==> config.mk <==
export PLATFORM = sky130hd
export DESIGN_NAME = bubble_sort_selectable_order
export DESIGN_NICKNAME = d
export VERILOG_FILES = /design/src/rtl/bsso_pkg.sv /design/src/rtl/bubble_sort_selectable_order.sv /design/src/rtl/bsso_cmp_unit.sv
export SDC_FILE = /design/constraint.sdc
export NUM_CORES = 2
export LEC_CHECK = 0
export BUFFER_PORTS_ARGS = -buffer_cell sky130_fd_sc_hd__buf_2
export CAP_MARGIN = 40
export CORE_MARGIN = 8
export CORE_UTILIZATION = 60
export CTS_BUF_LIST = sky130_fd_sc_hd__clkbuf_4 sky130_fd_sc_hd__clkbuf_8
export DETAILED_ROUTE_END_ITERATION = 8
export GPL_ROUTABILITY_DRIVEN = 1
export PLACE_DENSITY = 0.8
export SLEW_MARGIN = 20
export SYNTH_ARGS = -nofsm -noshare
export SYNTH_HDL_FRONTEND = slang
export SYNTH_HIERARCHICAL = 1
export SYNTH_SLANG_ARGS = --single-unit
==> constraint.sdc <==
create_clock -name clk -period 15.5 [get_ports clk]
set_input_delay 0.775 -clock clk [delete_from_list [all_inputs] [get_ports clk]]
set_output_delay 0.775 -clock clk [all_outputs]
set_load 0.02 [all_outputs]
==> src/rtl/bsso_pkg.sv <==
// ----------------------------------------------------------------------------
// bsso_pkg
// Shared types and constants for the selectable-order bubble sorter.
// ----------------------------------------------------------------------------
package bsso_pkg;

  // store geometry
  localparam int CAPACITY = 32;
  localparam int IDX_W    = $clog2(CAPACITY);
  localparam int CNT_W    = $clog2(CAPACITY + 1);
  localparam logic [CNT_W-1:0] CAP_CNT = CNT_W'(CAPACITY);

  localparam int DATA_W   = 32;

  // remainder unit: one quotient bit per cycle
  localparam int DIV_STEPS = DATA_W;
  localparam int STEP_W    = $clog2(DIV_STEPS);

  // configuration port
  localparam int ADDR_W = 3;
  localparam logic REG_COMPARE_MODE = 1'b0;

  // compare_mode codes
  localparam logic [1:0] MODE_ASC     = 2'd0;
  localparam logic [1:0] MODE_DESC    = 2'd1;
  localparam logic [1:0] MODE_STRANGE = 2'd2;

  // request from the sequencer to the compare unit
  typedef struct packed {
    logic       start;
    logic [1:0] mode;
  } cmp_req_t;

  // answer from the compare unit
  typedef struct packed {
    logic done;
    logic swap;
  } cmp_resp_t;

endpackage

==> src/rtl/bubble_sort_selectable_order.sv <==
// ----------------------------------------------------------------------------
// bubble_sort_selectable_order
// Collects signed numbers into a 32-entry store, bubble sorts them in the
// order chosen by compare_mode and streams the sorted set out.
// ----------------------------------------------------------------------------
// usage
//   input: a transaction is taken at a clock edge with start high and busy
//   low. items without is_last are stored. an item with is_last starts the
//   sort of the held set (n entries) and raises busy.
//   sort: n full passes of n-1 compare-swap steps through one shared compare
//   unit and a single-port-read store. in the remainder order a step whose
//   pair needs a division waits for the restoring divider. each pass adds
//   the states S_PASS_START, S_LOAD_A and S_PASS_END around its steps.
//   config: compare_mode at byte address 0 must be written by the user only
//   while idle; the block itself does not enforce this.
//   output: n results, one per cycle on result_valid; last_out marks the last
//   one, overflow is set on all of them if numbers were dropped. busy falls
//   the cycle after the last result. the receiver cannot stall the stream.
//   a full store drops new numbers; a dropped item with is_last still sorts.
//   reset: synchronous; empties the store, clears the dropped flag and sets
//   compare_mode to ascending. store contents need no clearing.
// ----------------------------------------------------------------------------
module bubble_sort_selectable_order (
  input  logic                               clk,
  input  logic                               rst,
  // apb configuration port
  input  logic                               psel,
  input  logic                               penable,
  input  logic                               pwrite,
  input  logic [bsso_pkg::ADDR_W-1:0]        paddr,
  input  logic [31:0]                        pwdata,
  output logic [31:0]                        prdata,
  output logic                               pready,
  // input transactions
  input  logic                               start,
  output logic                               busy,
  input  logic signed [bsso_pkg::DATA_W-1:0] value,
  input  logic                               is_last,
  // results
  output logic                               result_valid,
  output logic signed [bsso_pkg::DATA_W-1:0] sorted_value,
  output logic                               last_out,
  output logic                               overflow
);

  typedef enum logic [2:0] {
    S_IDLE,
    S_PASS_START,
    S_LOAD_A,
    S_LOAD_B,
    S_CMP,
    S_PASS_END,
    S_OUT,
    S_DONE
  } seq_state_t;

  seq_state_t state;

  // control registers
  logic [bsso_pkg::CNT_W-1:0]  fill_count;
  logic                        dropped_flag;
  logic [1:0]                  compare_mode;
  logic [bsso_pkg::CNT_W-1:0]  n;
  logic [bsso_pkg::CNT_W-1:0]  pass;
  logic [bsso_pkg::IDX_W-1:0]  j;
  logic [bsso_pkg::IDX_W-1:0]  k;
  logic                        out_valid;
  logic                        out_last;

  // datapath registers
  logic signed [bsso_pkg::DATA_W-1:0] carry;
  logic signed [bsso_pkg::DATA_W-1:0] b_hold;
  logic signed [bsso_pkg::DATA_W-1:0] rd_data;

  // value store
  logic signed [bsso_pkg::DATA_W-1:0] value_store [bsso_pkg::CAPACITY];

  logic                               mem_we;
  logic [bsso_pkg::IDX_W-1:0]         mem_waddr;
  logic signed [bsso_pkg::DATA_W-1:0] mem_wdata;
  logic [bsso_pkg::IDX_W-1:0]         mem_raddr;

  logic                        accept;
  logic                        has_room;
  logic [bsso_pkg::CNT_W-1:0]  n_new;
  logic [bsso_pkg::CNT_W-1:0]  n_minus1;
  logic                        more_pairs;
  logic                        cfg_write;

  bsso_pkg::cmp_req_t  cmp_req;
  bsso_pkg::cmp_resp_t cmp_resp;

  assign busy      = (state != S_IDLE);
  assign accept    = start && !busy;
  assign has_room  = (fill_count < bsso_pkg::CAP_CNT);
  assign n_new     = has_room ? fill_count + 1'b1 : fill_count;
  assign n_minus1  = n - 1'b1;
  // another pair after j, i.e. j+2 < n
  assign more_pairs = (bsso_pkg::CNT_W'(j) + bsso_pkg::CNT_W'(2)) < n;

  // shared compare unit; operand a is the value carried along the pass
  assign cmp_req.start = (state == S_LOAD_B);
  assign cmp_req.mode  = compare_mode;

  bsso_cmp_unit u_cmp (
    .clk  (clk),
    .rst  (rst),
    .req  (cmp_req),
    .a    (carry),
    .b    (rd_data),
    .resp (cmp_resp)
  );

  // store write port: load, step write-back, pass tail
  always_comb begin
    mem_we    = 1'b0;
    mem_waddr = '0;
    mem_wdata = carry;
    unique case (state)
      S_IDLE: begin
        mem_we    = accept && has_room;
        mem_waddr = fill_count[bsso_pkg::IDX_W-1:0];
        mem_wdata = value;
      end
      S_CMP: begin
        mem_we    = cmp_resp.done;
        mem_waddr = j;
        mem_wdata = cmp_resp.swap ? b_hold : carry;
      end
      S_PASS_END: begin
        mem_we    = 1'b1;
        mem_waddr = n_minus1[bsso_pkg::IDX_W-1:0];
        mem_wdata = carry;
      end
      default: begin
        mem_we = 1'b0;
      end
    endcase
  end

  // store read port, read data is registered and comes back the next cycle
  always_comb begin
    unique case (state)
      S_PASS_START: mem_raddr = '0;
      S_LOAD_A:     mem_raddr = j + 1'b1;
      S_CMP:        mem_raddr = j + 2'd2;
      S_OUT:        mem_raddr = k;
      default:      mem_raddr = '0;
    endcase
  end

  always_ff @(posedge clk) begin
    if (mem_we) begin
      value_store[mem_waddr] <= mem_wdata;
    end
    rd_data <= value_store[mem_raddr];
  end

  // sequencer
  always_ff @(posedge clk) begin
    if (rst) begin
      state        <= S_IDLE;
      fill_count   <= '0;
      dropped_flag <= 1'b0;
      out_valid    <= 1'b0;
      out_last     <= 1'b0;
    end else begin
      out_valid <= 1'b0;
      out_last  <= 1'b0;
      unique case (state)
        S_IDLE: begin
          if (accept) begin
            if (has_room) begin
              fill_count <= fill_count + 1'b1;
            end else begin
              dropped_flag <= 1'b1;
            end
            if (is_last) begin
              n    <= n_new;
              pass <= '0;
              j    <= '0;
              k    <= '0;
              // a single number needs no pass
              if (n_new > bsso_pkg::CNT_W'(1)) begin
                state <= S_PASS_START;
              end else begin
                state <= S_OUT;
              end
            end
          end
        end
        S_PASS_START: begin
          state <= S_LOAD_A;
        end
        S_LOAD_A: begin
          carry <= rd_data;
          state <= S_LOAD_B;
        end
        S_LOAD_B: begin
          b_hold <= rd_data;
          state  <= S_CMP;
        end
        S_CMP: begin
          if (cmp_resp.done) begin
            // the value that belongs on the right of the pair keeps moving right
            if (!cmp_resp.swap) begin
              carry <= b_hold;
            end
            if (more_pairs) begin
              j     <= j + 1'b1;
              state <= S_LOAD_B;
            end else begin
              state <= S_PASS_END;
            end
          end
        end
        S_PASS_END: begin
          j    <= '0;
          pass <= pass + 1'b1;
          if ((pass + 1'b1) < n) begin
            state <= S_PASS_START;
          end else begin
            state <= S_OUT;
          end
        end
        S_OUT: begin
          out_valid <= 1'b1;
          out_last  <= ((bsso_pkg::CNT_W'(k) + 1'b1) == n);
          k         <= k + 1'b1;
          if ((bsso_pkg::CNT_W'(k) + 1'b1) == n) begin
            state <= S_DONE;
          end
        end
        S_DONE: begin
          // last result is on the ports this cycle
          fill_count   <= '0;
          dropped_flag <= 1'b0;
          state        <= S_IDLE;
        end
        default: begin
          state <= S_IDLE;
        end
      endcase
    end
  end

  assign result_valid = out_valid;
  assign sorted_value = rd_data;
  assign last_out     = out_last;
  assign overflow     = dropped_flag;

  // configuration register
  assign pready    = 1'b1;
  assign cfg_write = psel && penable && pwrite && pready;

  always_ff @(posedge clk) begin
    if (rst) begin
      compare_mode <= bsso_pkg::MODE_ASC;
    end else if (cfg_write && (paddr[2] == bsso_pkg::REG_COMPARE_MODE)) begin
      compare_mode <= pwdata[1:0];
    end
  end

  // byte offset within the register is ignored
  always_comb begin
    if (paddr[2] == bsso_pkg::REG_COMPARE_MODE) begin
      prdata = {30'd0, compare_mode};
    end else begin
      prdata = '0;
    end
  end

  // results only stream while the sorter is busy
  a_result_busy : assert property (@(posedge clk) disable iff (rst)
    result_valid |-> busy)
    else $error("result outside a busy period");

  // the burst ends and the block reopens right after the last result
  a_last_idle : assert property (@(posedge clk) disable iff (rst)
    (result_valid && last_out) |=> (!result_valid && !busy))
    else $error("activity after last result");

  // the compare unit answers only while a step waits for it
  a_cmp_done : assert property (@(posedge clk) disable iff (rst)
    cmp_resp.done |-> (state == S_CMP))
    else $error("compare answer outside a step");

  // a compared pair always lies inside the held set
  a_pair_range : assert property (@(posedge clk) disable iff (rst)
    (state == S_CMP) |-> ((bsso_pkg::CNT_W'(j) + bsso_pkg::CNT_W'(1)) < n))
    else $error("pair index beyond set");

endmodule

==> src/rtl/bsso_cmp_unit.sv <==
// ----------------------------------------------------------------------------
// bsso_cmp_unit
// Decides whether a neighbor pair is swapped; the remainder order runs a
// restoring divider one bit per cycle.
// ----------------------------------------------------------------------------
module bsso_cmp_unit (
  input  logic                             clk,
  input  logic                             rst,
  input  bsso_pkg::cmp_req_t               req,
  input  logic signed [bsso_pkg::DATA_W-1:0] a,
  input  logic signed [bsso_pkg::DATA_W-1:0] b,
  output bsso_pkg::cmp_resp_t              resp
);

  typedef enum logic {
    C_IDLE,
    C_DIV
  } cmp_state_t;

  cmp_state_t                    state;
  logic [bsso_pkg::DATA_W-1:0]   rem;
  logic [bsso_pkg::DATA_W-1:0]   dvd;
  logic [bsso_pkg::DATA_W-1:0]   dvs;
  logic [bsso_pkg::STEP_W-1:0]   step;
  logic                          done;
  logic                          swap;

  logic [bsso_pkg::DATA_W:0]     rem_shift;
  logic [bsso_pkg::DATA_W:0]     rem_next;
  logic                          trivial_no;

  // one restoring step
  always_comb begin
    rem_shift = {rem, dvd[bsso_pkg::DATA_W-1]};
    if (rem_shift >= {1'b0, dvs}) begin
      rem_next = rem_shift - {1'b0, dvs};
    end else begin
      rem_next = rem_shift;
    end
  end

  // no division needed: dividend not positive, divisor zero or divisor minus one
  assign trivial_no = (a <= 0) || (b == 0) || (b == -32'sd1);

  always_ff @(posedge clk) begin
    if (rst) begin
      state <= C_IDLE;
      done  <= 1'b0;
      swap  <= 1'b0;
    end else begin
      done <= 1'b0;
      unique case (state)
        C_IDLE: begin
          if (req.start) begin
            unique case (req.mode)
              bsso_pkg::MODE_ASC: begin
                done <= 1'b1;
                swap <= (a > b);
              end
              bsso_pkg::MODE_DESC: begin
                done <= 1'b1;
                swap <= (b > a);
              end
              bsso_pkg::MODE_STRANGE: begin
                if (trivial_no) begin
                  done <= 1'b1;
                  swap <= 1'b0;
                end else begin
                  rem   <= '0;
                  dvd   <= a;
                  dvs   <= (b < 0) ? -b : b;
                  step  <= '0;
                  state <= C_DIV;
                end
              end
              default: begin
                done <= 1'b1;
                swap <= 1'b0;
              end
            endcase
          end
        end
        C_DIV: begin
          rem  <= rem_next[bsso_pkg::DATA_W-1:0];
          dvd  <= {dvd[bsso_pkg::DATA_W-2:0], 1'b0};
          step <= step + 1'b1;
          if (step == bsso_pkg::STEP_W'(bsso_pkg::DIV_STEPS - 1)) begin
            done  <= 1'b1;
            swap  <= (rem_next[bsso_pkg::DATA_W-1:0] != '0);
            state <= C_IDLE;
          end
        end
        default: begin
          state <= C_IDLE;
        end
      endcase
    end
  end

  assign resp.done = done;
  assign resp.swap = swap;

endmodule

==> impl_metrics.yaml <==
global_routing:
  antenna_found_initial: 4
  grt_pass1_vias: 36460
  grt_max_degree: 122
  grt_overflow_total: 0
  grt_pass1_wl_um: 222600
  grt_use_total_pct: 28.86
detailed_routing:
  drtIter0Drc: 5873
  vias: 38000
  drc: 0
  drt-total-wl_um: 151300
  viasPerCell: 6.507
  ant_nets: 0
  first_pass_iters: 8
  wl_per_cell_um: 25.92
worst_setup_path:
  path_buf_inv: 7
  reg2reg_slack_ns: 10.16
  cp.arrival_ns: 6.01
  cpPeakStageDelay_ns: 0.59
  worstPathRequired_ns: 16.17
  worstSetupEndpointType: "flop"
  crit_fanout: 69
  crit_slowest_cell: "or3_4"
  crit_path_start_kind: "flop"
  cp_top_family: "buffers and inverters"
  crit_chain: "buf_4 > o21bai_1 > buf_4 > or3_4 > buf_4 > buf_4 > buf_16 > buf_4 > buf_12 > mux2i_1 > mux4_2 > and2_1 > a311o_1 > o221ai_1"
  crit_type: "reg2reg"
  cpMostUsedCell: "buf_4"
power_and_ir_drop:
  ir_drop_mv: 0.2473
  power.density_mw_per_mm2: 207.3
  p_leak_nw: 21.67
sta:
  min_period_ns: 5.335
  slew_headroom_pct: 37.06
  worst_pin_slew_ns: 0.9418
  final.setup_skew_ns: 0.05131
  setup_tns_ns: 0
  max_freq_ghz: 0.1874
  hold_slack_ns: 0.1483
  finalHoldViolations: 0
  rsz0062_at_grt: "no"
  final_max_slew_viol_count: 0
  final-setup-viol-count: 0
  finalCritPeriodShare_pct: 34.42
floorplan:
  std_cell_rows: 110
  die_area_mm2: 0.1009
  coreArea_mm2: 0.09015
  initial_utilization_pct: 60.54
  pin_count: 143
  die_w_um: 317.6
  die_h_um: 317.6
yosys:
  yosysUniqueCellTypes: 88
  syn_inst: 4350
  yosysTopAreaCell: "edfxtp_1"
  ys_ff_latch: 1260
  yosys_warnings: 6
  synthesis.area_mm2: 0.05458
  synthTopCellsByCount: "edfxtp_1, nand2_1, nand3_1, a21oi_1, clkbuf_1"
  async_flop_share_pct: 0
  synth.most_common_cell: "edfxtp_1"
  ys.flop_type: "edfxtp_1"
  synth.top_cell.area_share_pct: 66.63
  seq_area_frac_synth_pct: 68.43
  syn_area_per_cell_um2: 12.55
  synth-edff-count: 1211
  yosys-top-cells-area: "edfxtp_1, nand2_1, nand3_1, mux2i_1, ha_1"
finish:
  final_layout_size_suffix_gt1_share_pct: 13.90
  nets: 4668
  nFillCells: 6009
  fin_area_mm2: 0.06084
  syn_to_final_growth_pct: 11.48
  post-route-util_pct: 67.49
clock_network:
  cts_buffers: 189
  clock_path_buffers: 3
  postCtsSetupBuffers: 0
  htreeDepth: 4
  cts_tree: "built"
  cts_hold_buf: 0
  clkTransAtPathRegs_ns: 0.07
  insertion_delay_ns: 0.86
  root_buffer: "clkbuf_8"
  ctsResizeCount: 0
  clkSinkCount: 1260
placement:
  post-dp-hpwl_um: 86260
  port-buffer-count: 79
  placed_area_mm2: 0.05684
  finalWeightedCongestion: 0.9487
worst_hold_path:
  hp-class: "in2reg"
job:
  drv_cap: 0
run_status:
  status: "complete, no violations"
-- worst paths after layout --
| kind | from | endpoint | depth (start not counted) |
|---|---|---|---|
| worst min-delay path | pwdata[1] | compare_mode[1]$_SDFFE_PP0P_ | 3 |
| worst max-delay path | state[0]$_SDFFE_PP0P_ | sorted_value[12]$_DFF_P_ | 14 |
| worst max register to register | state[0]$_SDFFE_PP0P_ | sorted_value[12]$_DFF_P_ | 14 |
| worst min register to register | overflow$_SDFFE_PP0P_ | overflow$_SDFFE_PP0P_ | 2 |
-- registers in the layout (all words and copies together), names as in the netlist, 6 cells and up --
name	count
b_hold	32
carry	32
fill_count	6
n	6
pass	6
sorted_value	32
u_cmp/dvd	32
u_cmp/dvs	32
u_cmp/rem	32
value_store	1024
-- stage by stage --
stage | cells | total power [mW] | worst slack [ns]
2_1_floorplan | 4379 | 7.897 | 10.65
3_3_place_gp | 5474 | 9.510 | 9.918
3_5_place_dp | 5486 | 9.722 | 10.04
4_1_cts | 5829 | 12.41 | 10.03
5_1_grt | 5838 | 13.04 | 10.01
6_report | 5840 | 12.61 | 10.16
-- cell usage in the layout (no fill, tap or decap), drive strengths merged, types with 11 or more instances in the layout --
cell and count:
nand2b 14, mux4 25, dfxtp 49, nor4 26, a32oi 24, and3 38, nor3b 12, mux2i 119
edfxtp 1211, conb 31, and2 26, a311oi 25, nand3 363, nor2b 32, ha 84, a211oi 19
inv 93, clkbuf 273, a21o 19, nand2 995, a21oi 170, or4 14, o22ai 40, o221ai 11
o21ai 156, a31oi 43, nand4 40, xnor2 60, o31ai 13, xor2 18, buf 218, o31a 13
clkinv 57, nor3 19, or3 45, nor2 118
-- cell type report --
type | instances | area [µm²] | share of cell area, %
Timing Repair Buffer | 218 | 1677 | 2.756
Antenna cell | 3 | 7.507 | 0.01234
Clock inverter | 70 | 455.4 | 0.7485
Clock buffer | 273 | 3351 | 5.507
Sequential cell | 1260 | 37350 | 61.38
Inverter | 92 | 345.3 | 0.5676
Multi-Input combinational cell | 2748 | 16190 | 26.61
Tap cell | 1176 | 1471 | 2.418
-- tightest hold or removal path, stage by stage --
cell and delay (ns):
buf_2 0.08, mux2i_1 0.05, nor2_1 0.07
-- cells by family after synthesis --
| kind of cell | after synthesis | share of synthesized area [%] |
|---|---|---|
| AND/OR/NAND/NOR | 1768 | 14.49 |
| AO/OA/AOI/OAI | 638 | 7.538 |
| flip-flops | 1260 | 68.43 |
| adder cells (fa/ha/maj) | 85 | 1.962 |
| buffers and inverters | 371 | 3.019 |
| multiplexers | 148 | 3.297 |
| XOR/XNOR | 78 | 1.252 |
| other | 2 | 0.01376 |
-- metal layers --
layer | vias up | wire, µm | global-route usage, %
li1 | 16410 | - | -
met1 | 18310 | 54990 | 38.30
met2 | 2818 | 68820 | 44.28
met3 | 469 | 19590 | 6.986
met4 | 0 | 7947 | 15.28
met5 | - | 0 | 0
-- power by group --
part / total, mW / internal, mW / switching (mW)
registers: 4.85 / 4.65 / 0.202
clock network: 2.72 / 1.47 / 1.25
logic: 5.04 / 1.45 / 3.58
No activity file was read; power rests on OpenSTA's default activity.
